$ cat src/design/tlpap_pkg.sv
// Package for the tagged, length-prefixed attribute parser.
// Holds the sizes, event and error codes and the result types used by the core, queue, top level and checker.
// Depends on nothing.
`timescale 1ns / 1ps
package tlpap_pkg;

	localparam int MAX_NAME_BYTES = 64;
	// The position counter must also hold MAX_NAME_BYTES itself.
	localparam int POS_W  = $clog2(MAX_NAME_BYTES + 1);
	localparam int ADDR_W = (MAX_NAME_BYTES > 1) ? $clog2(MAX_NAME_BYTES) : 1;

	localparam logic [2:0] EV_NAME     = 3'd0;
	localparam logic [2:0] EV_STRING   = 3'd1;
	localparam logic [2:0] EV_INTEGER  = 3'd2;
	localparam logic [2:0] EV_BOOLEAN  = 3'd3;
	localparam logic [2:0] EV_COMPLETE = 3'd4;
	localparam logic [2:0] EV_ACCEPT   = 3'd5;
	localparam logic [2:0] EV_ERROR    = 3'd6;

	localparam logic [3:0] ERR_UNEXPECTED_END = 4'd0;
	localparam logic [3:0] ERR_NON_DIGIT      = 4'd1;
	localparam logic [3:0] ERR_LEADING_ZERO   = 4'd2;
	localparam logic [3:0] ERR_TOO_LARGE      = 4'd3;
	localparam logic [3:0] ERR_LENGTH_PAST    = 4'd4;
	localparam logic [3:0] ERR_ORDER          = 4'd5;
	localparam logic [3:0] ERR_BAD_TAG        = 4'd6;
	localparam logic [3:0] ERR_BAD_BOOLEAN    = 4'd7;
	localparam logic [3:0] ERR_NAME_TOO_LONG  = 4'd8;

	typedef struct packed {
		logic [2:0]  event_res;
		logic [63:0] payload;
		logic [3:0]  error_code;
		logic        last_result;
	} result_t;

	// Up to two results that one request produces, handed to the output queue.
	typedef struct packed {
		logic [1:0] count;
		result_t    first;
		result_t    second;
	} push_t;

endpackage

$ cat src/design/tlpap_ram.sv
// Generic single-port-write, single-port-read RAM with a registered read.
// Used for the previous-name buffer. Depends on nothing.
`timescale 1ns / 1ps
module tlpap_ram #(
	parameter int WIDTH = 8,
	parameter int DEPTH = 64
) (
	input  logic                     clk,
	input  logic                     we,
	input  logic [$clog2(DEPTH)-1:0] waddr,
	input  logic [WIDTH-1:0]         wdata,
	input  logic [$clog2(DEPTH)-1:0] raddr,
	output logic [WIDTH-1:0]         rdata
);

	logic [WIDTH-1:0] mem_q [DEPTH];

	always_ff @(posedge clk) begin
		if (we) begin
			mem_q[waddr] <= wdata;
		end
		rdata <= mem_q[raddr];
	end

endmodule

$ cat src/design/tlpap_core.sv
// Parser state machine: checks one byte or end marker per request and produces up to two results.
// Depends on tlpap_pkg and tlpap_ram (previous-name buffer).
`timescale 1ns / 1ps
module tlpap_core (
	input  logic             clk,
	input  logic             arst_n,
	input  logic             fire,
	input  logic [7:0]       data_byte,
	input  logic             end_marker,
	output tlpap_pkg::push_t push
);
	import tlpap_pkg::*;

	localparam logic [2:0] PH_TAG  = 3'd0;
	localparam logic [2:0] PH_NLEN = 3'd1;
	localparam logic [2:0] PH_NAME = 3'd2;
	localparam logic [2:0] PH_SLEN = 3'd3;
	localparam logic [2:0] PH_SVAL = 3'd4;
	localparam logic [2:0] PH_INT  = 3'd5;
	localparam logic [2:0] PH_BOOL = 3'd6;

	localparam logic [1:0] TAG_S = 2'd0;
	localparam logic [1:0] TAG_I = 2'd1;
	localparam logic [1:0] TAG_B = 2'd2;
	localparam logic [1:0] TAG_X = 2'd3;

	localparam logic [1:0] CMP_EQ      = 2'd0;
	localparam logic [1:0] CMP_LESS    = 2'd1;
	localparam logic [1:0] CMP_GREATER = 2'd2;

	localparam logic [1:0] DC_NONE = 2'd0;
	localparam logic [1:0] DC_ONE  = 2'd1;
	localparam logic [1:0] DC_MORE = 2'd2;

	localparam logic [7:0] CH_S     = 8'h73;
	localparam logic [7:0] CH_I     = 8'h69;
	localparam logic [7:0] CH_B     = 8'h62;
	localparam logic [7:0] CH_COLON = 8'h3A;
	localparam logic [7:0] CH_SEMI  = 8'h3B;
	localparam logic [7:0] CH_ZERO  = 8'h30;
	localparam logic [7:0] CH_ONE   = 8'h31;
	localparam logic [7:0] CH_NINE  = 8'h39;

	localparam logic [POS_W-1:0] MAX_POS   = POS_W'(MAX_NAME_BYTES);
	localparam logic [63:0]      MAX_LEN64 = 64'(MAX_NAME_BYTES);

	function automatic result_t make_res(logic [2:0] ev, logic [63:0] pay, logic [3:0] code);
		result_t r;
		r.event_res   = ev;
		r.payload     = pay;
		r.error_code  = code;
		r.last_result = 1'b0;
		return r;
	endfunction

	logic [2:0]       phase_q, phase_d;
	logic [1:0]       tag_q, tag_d;
	logic [63:0]      acc_q, acc_d;
	logic [1:0]       dcls_q, dcls_d;
	logic [63:0]      rem_q, rem_d;
	logic [POS_W-1:0] prev_len_q, prev_len_d;
	logic             have_prev_q, have_prev_d;
	logic [POS_W-1:0] pos_q, pos_d;
	logic [1:0]       cmp_q, cmp_d;
	logic             err_q, err_d;

	logic             ram_we;
	logic [7:0]       prev_byte;

	tlpap_ram #(
		.WIDTH(8),
		.DEPTH(MAX_NAME_BYTES)
	) u_name_ram (
		.clk  (clk),
		.we   (ram_we),
		.waddr(pos_q[ADDR_W-1:0]),
		.wdata(data_byte),
		.raddr(pos_d[ADDR_W-1:0]),
		.rdata(prev_byte)
	);

	always_comb begin
		logic             is_digit;
		logic [67:0]      acc10;
		logic [7:0]       term;
		logic             dec_err;
		logic [3:0]       dec_code;
		logic             dec_done;
		logic [1:0]       cmp_n;
		logic [POS_W-1:0] pos_n;
		logic             fin_req;
		logic [1:0]       fin_cmp;
		logic [POS_W-1:0] fin_pos;
		logic             greater;
		logic [1:0]       cnt;
		result_t          res0;
		result_t          res1;
		result_t          fin_err;
		logic             fin_has_err;

		phase_d     = phase_q;
		tag_d       = tag_q;
		acc_d       = acc_q;
		dcls_d      = dcls_q;
		rem_d       = rem_q;
		prev_len_d  = prev_len_q;
		have_prev_d = have_prev_q;
		pos_d       = pos_q;
		cmp_d       = cmp_q;
		err_d       = err_q;
		ram_we      = 1'b0;
		cnt         = 2'd0;
		res0        = '0;
		res1        = '0;
		fin_req     = 1'b0;
		fin_err     = '0;
		fin_has_err = 1'b0;

		// Decimal digit step: acc * 10 + d, with overflow seen in the top bits.
		is_digit = (data_byte >= CH_ZERO) && (data_byte <= CH_NINE);
		acc10    = ({4'b0, acc_q} << 3) + ({4'b0, acc_q} << 1) + {64'b0, data_byte[3:0]};
		term     = (phase_q == PH_INT) ? CH_SEMI : CH_COLON;
		dec_err  = 1'b0;
		dec_code = ERR_NON_DIGIT;
		dec_done = 1'b0;
		if (data_byte == term) begin
			if (dcls_q == DC_NONE) begin
				dec_err = 1'b1;
			end else begin
				dec_done = 1'b1;
			end
		end else if (!is_digit) begin
			dec_err = 1'b1;
		end else if (dcls_q == DC_ONE && acc_q == 64'd0) begin
			dec_err  = 1'b1;
			dec_code = ERR_LEADING_ZERO;
		end else if (|acc10[67:64]) begin
			dec_err  = 1'b1;
			dec_code = ERR_TOO_LARGE;
		end

		// Name comparison against the stored previous name, byte at pos_q.
		cmp_n = cmp_q;
		if (pos_q < MAX_POS && have_prev_q && cmp_q == CMP_EQ && pos_q < prev_len_q) begin
			if (data_byte < prev_byte) begin
				cmp_n = CMP_LESS;
			end else if (data_byte > prev_byte) begin
				cmp_n = CMP_GREATER;
			end
		end
		pos_n = pos_q + 1'b1;

		if (fire) begin
			if (end_marker) begin
				if (!err_q) begin
					cnt = 2'd1;
					if (phase_q == PH_TAG) begin
						res0 = make_res(EV_ACCEPT, 64'd0, 4'd0);
					end else if (phase_q == PH_NAME || phase_q == PH_SVAL) begin
						res0 = make_res(EV_ERROR, 64'd0, ERR_LENGTH_PAST);
					end else begin
						res0 = make_res(EV_ERROR, 64'd0, ERR_UNEXPECTED_END);
					end
				end
				phase_d     = PH_TAG;
				tag_d       = TAG_S;
				acc_d       = 64'd0;
				dcls_d      = DC_NONE;
				rem_d       = 64'd0;
				prev_len_d  = '0;
				have_prev_d = 1'b0;
				pos_d       = '0;
				cmp_d       = CMP_EQ;
				err_d       = 1'b0;
			end else if (!err_q) begin
				case (phase_q)
					PH_TAG: begin
						if (data_byte == CH_S) begin
							tag_d = TAG_S;
						end else if (data_byte == CH_I) begin
							tag_d = TAG_I;
						end else if (data_byte == CH_B) begin
							tag_d = TAG_B;
						end else begin
							tag_d = TAG_X;
						end
						phase_d = PH_NLEN;
						acc_d   = 64'd0;
						dcls_d  = DC_NONE;
					end
					PH_NLEN, PH_SLEN, PH_INT: begin
						if (dec_err) begin
							cnt   = 2'd1;
							res0  = make_res(EV_ERROR, 64'd0, dec_code);
							err_d = 1'b1;
						end else if (dec_done) begin
							if (phase_q == PH_NLEN) begin
								if (acc_q > MAX_LEN64) begin
									cnt   = 2'd1;
									res0  = make_res(EV_ERROR, 64'd0, ERR_NAME_TOO_LONG);
									err_d = 1'b1;
								end else begin
									rem_d = acc_q;
									pos_d = '0;
									cmp_d = CMP_EQ;
									if (acc_q == 64'd0) begin
										fin_req = 1'b1;
									end else begin
										phase_d = PH_NAME;
									end
								end
							end else if (phase_q == PH_SLEN) begin
								rem_d = acc_q;
								if (acc_q == 64'd0) begin
									cnt     = 2'd1;
									res0    = make_res(EV_COMPLETE, 64'd0, 4'd0);
									phase_d = PH_TAG;
								end else begin
									phase_d = PH_SVAL;
								end
							end else begin
								cnt     = 2'd2;
								res0    = make_res(EV_INTEGER, acc_q, 4'd0);
								res1    = make_res(EV_COMPLETE, 64'd0, 4'd0);
								phase_d = PH_TAG;
							end
						end else begin
							acc_d  = acc10[63:0];
							dcls_d = (dcls_q == DC_MORE) ? DC_MORE : dcls_q + 2'd1;
						end
					end
					PH_NAME: begin
						cnt  = 2'd1;
						res0 = make_res(EV_NAME, {56'd0, data_byte}, 4'd0);
						if (pos_q < MAX_POS) begin
							cmp_d  = cmp_n;
							ram_we = 1'b1;
						end
						pos_d = pos_n;
						rem_d = rem_q - 64'd1;
						if (rem_q == 64'd1) begin
							fin_req = 1'b1;
						end
					end
					PH_SVAL: begin
						cnt   = 2'd1;
						res0  = make_res(EV_STRING, {56'd0, data_byte}, 4'd0);
						rem_d = rem_q - 64'd1;
						if (rem_q == 64'd1) begin
							cnt     = 2'd2;
							res1    = make_res(EV_COMPLETE, 64'd0, 4'd0);
							phase_d = PH_TAG;
						end
					end
					PH_BOOL: begin
						if (data_byte == CH_ZERO || data_byte == CH_ONE) begin
							cnt     = 2'd2;
							res0    = make_res(EV_BOOLEAN, {63'd0, data_byte == CH_ONE}, 4'd0);
							res1    = make_res(EV_COMPLETE, 64'd0, 4'd0);
							phase_d = PH_TAG;
						end else begin
							cnt   = 2'd1;
							res0  = make_res(EV_ERROR, 64'd0, ERR_BAD_BOOLEAN);
							err_d = 1'b1;
						end
					end
					default: begin
						phase_d = PH_TAG;
					end
				endcase
			end
		end

		// The name has ended: check the order, then move on to the value the tag asks for, or flag a bad tag.
		fin_cmp = (phase_q == PH_NAME) ? cmp_n : CMP_EQ;
		fin_pos = (phase_q == PH_NAME) ? pos_n : '0;
		greater = (fin_cmp == CMP_GREATER) || (fin_cmp == CMP_EQ && fin_pos > prev_len_q);
		if (fin_req) begin
			if (have_prev_q && !greater) begin
				fin_has_err = 1'b1;
				fin_err     = make_res(EV_ERROR, 64'd0, ERR_ORDER);
			end else begin
				prev_len_d  = fin_pos;
				have_prev_d = 1'b1;
				case (tag_q)
					TAG_S: begin
						phase_d = PH_SLEN;
						acc_d   = 64'd0;
						dcls_d  = DC_NONE;
					end
					TAG_I: begin
						phase_d = PH_INT;
						acc_d   = 64'd0;
						dcls_d  = DC_NONE;
					end
					TAG_B: begin
						phase_d = PH_BOOL;
					end
					default: begin
						fin_has_err = 1'b1;
						fin_err     = make_res(EV_ERROR, 64'd0, ERR_BAD_TAG);
					end
				endcase
			end
			if (fin_has_err) begin
				err_d = 1'b1;
				if (cnt == 2'd0) begin
					res0 = fin_err;
					cnt  = 2'd1;
				end else begin
					res1 = fin_err;
					cnt  = 2'd2;
				end
			end
		end

		if (cnt == 2'd1) begin
			res0.last_result = 1'b1;
		end
		if (cnt == 2'd2) begin
			res1.last_result = 1'b1;
		end
		push.count  = cnt;
		push.first  = res0;
		push.second = res1;
	end

	always_ff @(posedge clk or negedge arst_n) begin
		if (!arst_n) begin
			phase_q     <= PH_TAG;
			tag_q       <= TAG_S;
			acc_q       <= 64'd0;
			dcls_q      <= DC_NONE;
			rem_q       <= 64'd0;
			prev_len_q  <= '0;
			have_prev_q <= 1'b0;
			pos_q       <= '0;
			cmp_q       <= CMP_EQ;
			err_q       <= 1'b0;
		end else begin
			phase_q     <= phase_d;
			tag_q       <= tag_d;
			acc_q       <= acc_d;
			dcls_q      <= dcls_d;
			rem_q       <= rem_d;
			prev_len_q  <= prev_len_d;
			have_prev_q <= have_prev_d;
			pos_q       <= pos_d;
			cmp_q       <= cmp_d;
			err_q       <= err_d;
		end
	end

endmodule

$ cat src/design/tlpap_outq.sv
// Four-entry result queue: takes up to two results a cycle and hands out one while out_stall is low.
// Depends on tlpap_pkg.
`timescale 1ns / 1ps
module tlpap_outq (
	input  logic               clk,
	input  logic               arst_n,
	input  tlpap_pkg::push_t   push,
	output logic               room,
	output logic               out_valid,
	input  logic               out_stall,
	output tlpap_pkg::result_t head
);
	import tlpap_pkg::*;

	result_t    entry_q [4];
	logic [1:0] wptr_q;
	logic [1:0] rptr_q;
	logic [2:0] cnt_q;
	logic       pop;

	// Room for two results is kept so that any request can be taken.
	assign room      = (cnt_q <= 3'd2);
	assign out_valid = (cnt_q != 3'd0);
	assign head      = entry_q[rptr_q];
	assign pop       = out_valid && !out_stall;

	always_ff @(posedge clk) begin
		if (push.count != 2'd0) begin
			entry_q[wptr_q] <= push.first;
		end
		if (push.count == 2'd2) begin
			entry_q[wptr_q + 2'd1] <= push.second;
		end
	end

	always_ff @(posedge clk or negedge arst_n) begin
		if (!arst_n) begin
			wptr_q <= 2'd0;
			rptr_q <= 2'd0;
			cnt_q  <= 3'd0;
		end else begin
			wptr_q <= wptr_q + push.count;
			rptr_q <= rptr_q + {1'b0, pop};
			cnt_q  <= cnt_q + {1'b0, push.count} - {2'b0, pop};
		end
	end

endmodule

$ cat src/design/tagged_length_prefixed_attr_parser.sv
// Top level of the tagged, length-prefixed attribute parser.
// Depends on tlpap_pkg, tlpap_core (with tlpap_ram) and tlpap_outq.
//
//   channel | handshake            | fields
//   input   | in_valid / in_stall  | data_byte, end_marker
//   output  | out_valid/ out_stall | event_res, payload, error_code, last_result
//
// One request is taken per cycle while in_stall is low; its results enter the queue at
// that edge and, if the queue was empty, the first is offered on the next cycle. The rate
// is set by the output side: each result needs its own output cycle, and the queue holds
// up to four results. in_stall rises when fewer than two queue entries are free. Reset
// clears the parser state and the queue at once; the name buffer needs no clearing.
`timescale 1ns / 1ps
module tagged_length_prefixed_attr_parser (
	input  logic        clk,
	input  logic        arst_n,
	input  logic        in_valid,
	output logic        in_stall,
	input  logic [7:0]  data_byte,
	input  logic        end_marker,
	output logic        out_valid,
	input  logic        out_stall,
	output logic [2:0]  event_res,
	output logic [63:0] payload,
	output logic [3:0]  error_code,
	output logic        last_result
);
	import tlpap_pkg::*;

	push_t   push;
	result_t head;
	logic    room;
	logic    fire;

	assign in_stall = !room;
	assign fire     = in_valid && room;

	tlpap_core u_core (
		.clk       (clk),
		.arst_n    (arst_n),
		.fire      (fire),
		.data_byte (data_byte),
		.end_marker(end_marker),
		.push      (push)
	);

	tlpap_outq u_outq (
		.clk      (clk),
		.arst_n   (arst_n),
		.push     (push),
		.room     (room),
		.out_valid(out_valid),
		.out_stall(out_stall),
		.head     (head)
	);

	assign event_res   = head.event_res;
	assign payload     = head.payload;
	assign error_code  = head.error_code;
	assign last_result = head.last_result;

endmodule

$ cat config.mk
export PLATFORM = sky130hd
export DESIGN_NAME = tagged_length_prefixed_attr_parser
export DESIGN_NICKNAME = d
export VERILOG_FILES = /design/src/design/tlpap_pkg.sv /design/src/design/tlpap_ram.sv /design/src/design/tlpap_core.sv /design/src/design/tlpap_outq.sv /design/src/design/tagged_length_prefixed_attr_parser.sv
export SDC_FILE = /design/constraint.sdc
export NUM_CORES = 2
export LEC_CHECK = 0
export BUFFER_PORTS_ARGS = -buffer_cell sky130_fd_sc_hd__buf_2
export CAP_MARGIN = 15
export CORE_ASPECT_RATIO = 2
export CORE_MARGIN = 2
export CORE_UTILIZATION = 50
export CTS_CLUSTER_SIZE = 14
export DETAILED_ROUTE_END_ITERATION = 7
export PLACE_DENSITY = 0.67
export SETUP_SLACK_MARGIN = 0.3
export SYNTH_ARGS = -nofsm -noshare
export SYNTH_HDL_FRONTEND = slang
export SYNTH_HIERARCHICAL = 1
export SYNTH_SLANG_ARGS = --single-unit
export TNS_END_PERCENT = 30
$ cat constraint.sdc
create_clock -name clk -period 13.61 [get_ports clk]
set_input_delay 2.0415 -clock clk [delete_from_list [all_inputs] [get_ports clk]]
set_output_delay 2.0415 -clock clk [all_outputs]
set_load 0.03 [all_outputs]
# Yosys cells after proc, flatten, opt, wreduce, memory -nomap -nowiden
# Memory sizes are Yosys's and may differ from the RTL's. A register that Yosys moved wholly into a read port is not among the register bits.
# Index checks and enable logic that the tools add are counted.
# Widths: inputs -> output; s select.
# word_totals
out_inout_bits	74
input_bits	13
word_cells	274
memories	2
register_bits	160
ramBits	800
# memory_table
memory	depth	width	rd	rd_ports_with_merged_regs	wr	line_no	text
u_core.u_name_ram.mem_q	64	8	1	1	1	tlpap_ram.sv:16	logic [WIDTH-1:0] mem_q [DEPTH];
u_outq.entry_q	4	72	1	0	2	tlpap_outq.sv:15	result_t entry_q [4];
# classes
addsub	10
n_reduce_logical	36
magnitude_cmp	9
n_eq_ne	28
mux	175
# op_table
cell	count
$mux 72	29
$mux 64	15
$pmux 72 s4	1
$pmux 64 s2	2
$pmux 72 s3	1
$mux 7	11
$mux 2	38
$add 67x65->68	1
$add 68x4->68	1
$eq 64x1->1 const B	1
$gt 64x7->1 const B	1
$logic_not 64->1	1
$sub 64x1->64 const B	1
$mux 1	51
$mux 3	14
$eq 8x7->1 const B	3
$eq 8x6->1 const B	2
$mux 4	4
$pmux 3 s5	1
$pmux 7 s2	1
$reduce_and 7->1	2
$logic_not 2->1	5
$eq 3x3->1 const B	3
$logic_and 1x1->1	9
39 further kinds	60

# Logic depth before layout (Yosys ltp)
# logic_depth
word_depth	19
mapped_depth	21
mapped_depth_nobuf	21

# By module
# Netlist, hierarchy kept.
# modules_own_cells
mod	cells_each	seq_area_each_um2	area_each_um2	n_inst
tlpap_ram	972	15534.9	20190.6	1
tlpap_core	1948	3828.7	15059.4	1
tlpap_outq	737	8823.5	14212.4	1
tagged_length_prefixed_attr_parser	2	0.0	10.0	1

# Worst setup path before layout
# OpenSTA, ideal clock, no wires.
# synth_timing
kind	input-to-reg
startpoint	in data_byte[3]
endpoint	mem u_outq/entry_q[0][0] in the netlist's numbering (enable)
path_slack_ns	2.145
path_buffers	0
required_time_ns	13.001
setup_time_ns	0.609
t_arrival_ns	10.856
path_stages	17
path_cell_list	inv_1 -> fa_1 -> inv_1 -> fa_1 -> a21o_1 -> a221oi_1 -> or4_1 -> a31oi_1 -> o2111ai_1 -> a21oi_1 -> o32ai_1 -> a2111o_1 -> a2111o_1 -> nand2_1 -> o21ai_0 -> nor2_1 -> o31ai_1
# synth_rtl
element	line_no	text
start: declaration	tagged_length_prefixed_attr_parser.sv:19	input logic [7:0] data_byte,
end: declaration	tlpap_outq.sv:15	

==> run_results.csv <==
group,metric,value,unit
sta,drv_slew,0,
placement,routabilityCongestion,0.9449,
cts,cts_setup_buffers,0,
grt,grt_pass1_vias,32850,
detailed_routing,num_vias,31882,
sta,fin_tns_setup,0,ps
worst_setup_path,cp.arrival,9190,ps
placement,port_buffers,86,
logic_synthesis,synth-edff-count,800,
sta,grt_setup_unrepaired,"false",
cts,cts-root-buf,"clkbuf_16",
die,rows,163,
die,top_level_ports,87,
detailed_routing,via_per_inst,6.297,
sta,setup_violations,0,
cts,cts_buffer_depth,3,
die,start_util,0.5033,
grt,groute.usage.overall,0.2834,
logic_synthesis,ys_top_cells_by_count,"edfxtp_1, mux2_2, nor2_1",
cells_and_area,fillerInstances,8204,
sta,worst_pin_slew,1373,ps
worst_setup_path,crit_fanout,44,
logic_synthesis,yosysSeqAreaShare,0.5698,
detailed_routing,drtPass1Iterations,6,
placement,postPlaceCellArea,50820,um2
cts,numCtsBuffers,87,
cts,cts.sinks,968,
cts,htreeDepth,3,
flow_run,cap_violations,0,
detailed_routing,postRouteAntennaNets,0,
die,fp.dieW,226.4,um
power,power_density,155.1,nW/um2
logic_synthesis,syn_area,49470,um2
sta,max_slew_margin,0.08458,
placement,dpl.hpwl,100100,um
grt,grt_max_degree,87,
cts,hold_buffers,0,
power,p_leak,19.68,nW
cells_and_area,finalNetCount,3854,
cts,clkTransAtPathRegs,70,ps
worst_setup_path,worst_setup_path_start_kind,"primary input",
grt,grt_pass1_wl,210300,um
logic_synthesis,synth_cell_type_count,93,
worst_setup_path,endpoint_kind,"flip-flop",
logic_synthesis,synth.largest_area_cell,"edfxtp_1",
hold_path,min_path_type,"reg2reg",
die,core,98300,um2
worst_setup_path,critPathKind,"in2reg",
detailed_routing,routedWlPerCell,28.05,um
logic_synthesis,ys_ff_latch,968,
cells_and_area,syn2layout_area_growth,8.199,%
cts,clkLatencyLatePin,710,ps
logic_synthesis,yosys-top-cells-area,"edfxtp_1, mux4_2, dfrtp_1",
cells_and_area,fin_area,53530,um2
cts,post_cts_resized,0,
grt,overflow,0,
status,status,"completed",
logic_synthesis,synth.most_common_cell,"edfxtp_1",
logic_synthesis,synth_area_per_cell,13.52,um2
logic_synthesis,synth_warnings,6,
logic_synthesis,async_flop_share,0.1653,
logic_synthesis,synthDominantCellAreaShare,0.4856,
sta,post-route-min-period,8871,ps
detailed_routing,drtIter0Drc,2586,
worst_setup_path,worstPathRequired,13930,ps
sta,period_share,0.6518,
power,ir_drop,121.3,uV
cells_and_area,fin_util,0.5445,
cells_and_area,drive_gt1_frac,0.2108,
logic_synthesis,synth_flop_cell,"edfxtp_1",
sta,max_freq,112.7,MHz
sta,hold_violations,0,
cts,cts_tree,"yes",
detailed_routing,drc_errors,0,
sta,fin_skew,30.34,ps
detailed_routing,wl,142000,um
die,dieHeight,448.9,um
grt,antenna_found_initial,4,
logic_synthesis,synthCells,3659,
die,die_area,101600,um2
routing by layer:
layer  track usage  part of all wire  wire (um)  vias up
li1              -                 -          -    14130
met1        0.2817              0.32      45590    16071
met2        0.5159              0.54      76360     1191
met3       0.04060             0.046       6468      484
met4        0.2302             0.095      13560        6
met5             0           0.00029         41        -
where the power goes:
group | total [W] | internal, W | leakage (nW) | switching (W)
sequential | 0.00351 | 0.00334 | 9.60 | 0.000175
clock | 0.00239 | 0.00129 | 1.29 | 0.00110
combinational | 0.00240 | 0.000762 | 8.79 | 0.00163
total | 0.00830 | 0.00539 | 19.7 | 0.00291
layout by cell type (no fill, tap or decap), types with 13 or more instances in the layout:
master,count
nand3_1,67
or3_1,17
clkbuf_1,28
nor2b_1,25
edfxtp_1,800
nor4_1,50
nor3_1,70
clkbuf_16,89
nor2_1,267
ha_1,160
o211ai_1,14
a21o_1,37
and2_1,66
a31oi_1,23
mux4_2,196
mux2_2,283
nand2b_1,17
nand4_1,33
a22o_1,61
a22oi_1,31
buf_4,53
o22ai_1,29
mux2i_1,24
inv_1,72
a221oi_1,15
a211oi_1,14
dfrtp_1,158
nand2_1,181
a21oi_1,168
xor2_1,29
xnor2_1,42
o21ai_0,211
conb_1,66
and3_1,13
buf_2,85
o21a_1,14
metrics by stage:
step	hold WS (ps)	power (W)	instances	setup WS, ps
floorplan	451.4	0.005164	3724	2145
global placement	473.1	0.005933	4908	4091
detailed placement	479.6	0.005949	4908	4081
CTS	491.1	0.008340	5061	4809
global route	513.0	0.008633	5063	4302
finish	497.2	0.008303	5063	4739
flip-flops by register name, indices dropped and copies added, names as in the netlist, 3 cells and up:
name                     count
u_core/u_name_ram/mem_q    512
u_outq/entry_q             288
u_core/acc_q                64
u_core/rem_q                64
u_core/u_name_ram/rdata      8
u_core/pos_q                 7
u_core/prev_len_q            7
u_core/phase_q               3
u_outq/cnt_q                 3
worst max-delay path, cell delays in order:
cell and delay (ps):
buf_2 80, buf_4 280, inv_1 180, fa_1 560
inv_1 70, fa_1 460, a21o_1 200, a221oi_1 410
or4_1 210, a31oi_1 210, o2111ai_1 330, a21oi_1 100
o32ai_1 370, a2111o_1 580, a2111o_1 290, nand2_1 160
o21ai_0 440, nor2b_1 400, a21oi_1 180, nor2b_4 840
buf_4 690
final timing paths:
check / start / endpoint / slack, ps / cells past startpoint
worst min-delay path: u_core/dcls_q[0] / u_core/dcls_q[0] / 500 / 1
worst min register to register: u_core/dcls_q[0] / u_core/dcls_q[0] / 500 / 1
worst max-delay path: data_byte[3] / u_outq/entry_q[3][12] / 4740 / 21
worst max register to register: u_core/acc_q[27] / u_outq/entry_q[3][12] / 5430 / 18
min in group asynchronous: arst_n / u_core/acc_q[31] / 1350 / 1
max in group asynchronous: arst_n / u_outq/rptr_q[0] / 10200 / 3
cells by family (layout without fill, tap and decap cells):
logic type                 count (synthesis)  count (layout)  synth area share
AOI/OAI and AO/OA                        718             718           0.09198
xor gates and xnor gates                  71              71           0.01257
adders and majority gates                163             163           0.04168
buffers and inverters                    349             367           0.03589
DFF                                      968             968            0.5698
muxes                                    509             509            0.1599
other                                      1              67        0.00007580
and+or+nand+nor                          880             880           0.08819
area by class of cell:
cell class / count / area [um2] / share of cell area
Sequential cell: 968 / 28190 / 0.5267
Multi-Input combinational cell: 2407 / 19860 / 0.3710
Clock buffer: 122 / 2401 / 0.04486
Tap cell: 1320 / 1652 / 0.03085
Timing Repair Buffer: 140 / 842.1 / 0.01573
Clock inverter: 31 / 299.0 / 0.005586
Inverter: 74 / 277.8 / 0.005189
Antenna cell: 1 / 2.502 / 0.00004675
Note: power is estimated with default switching activity, not from simulation.
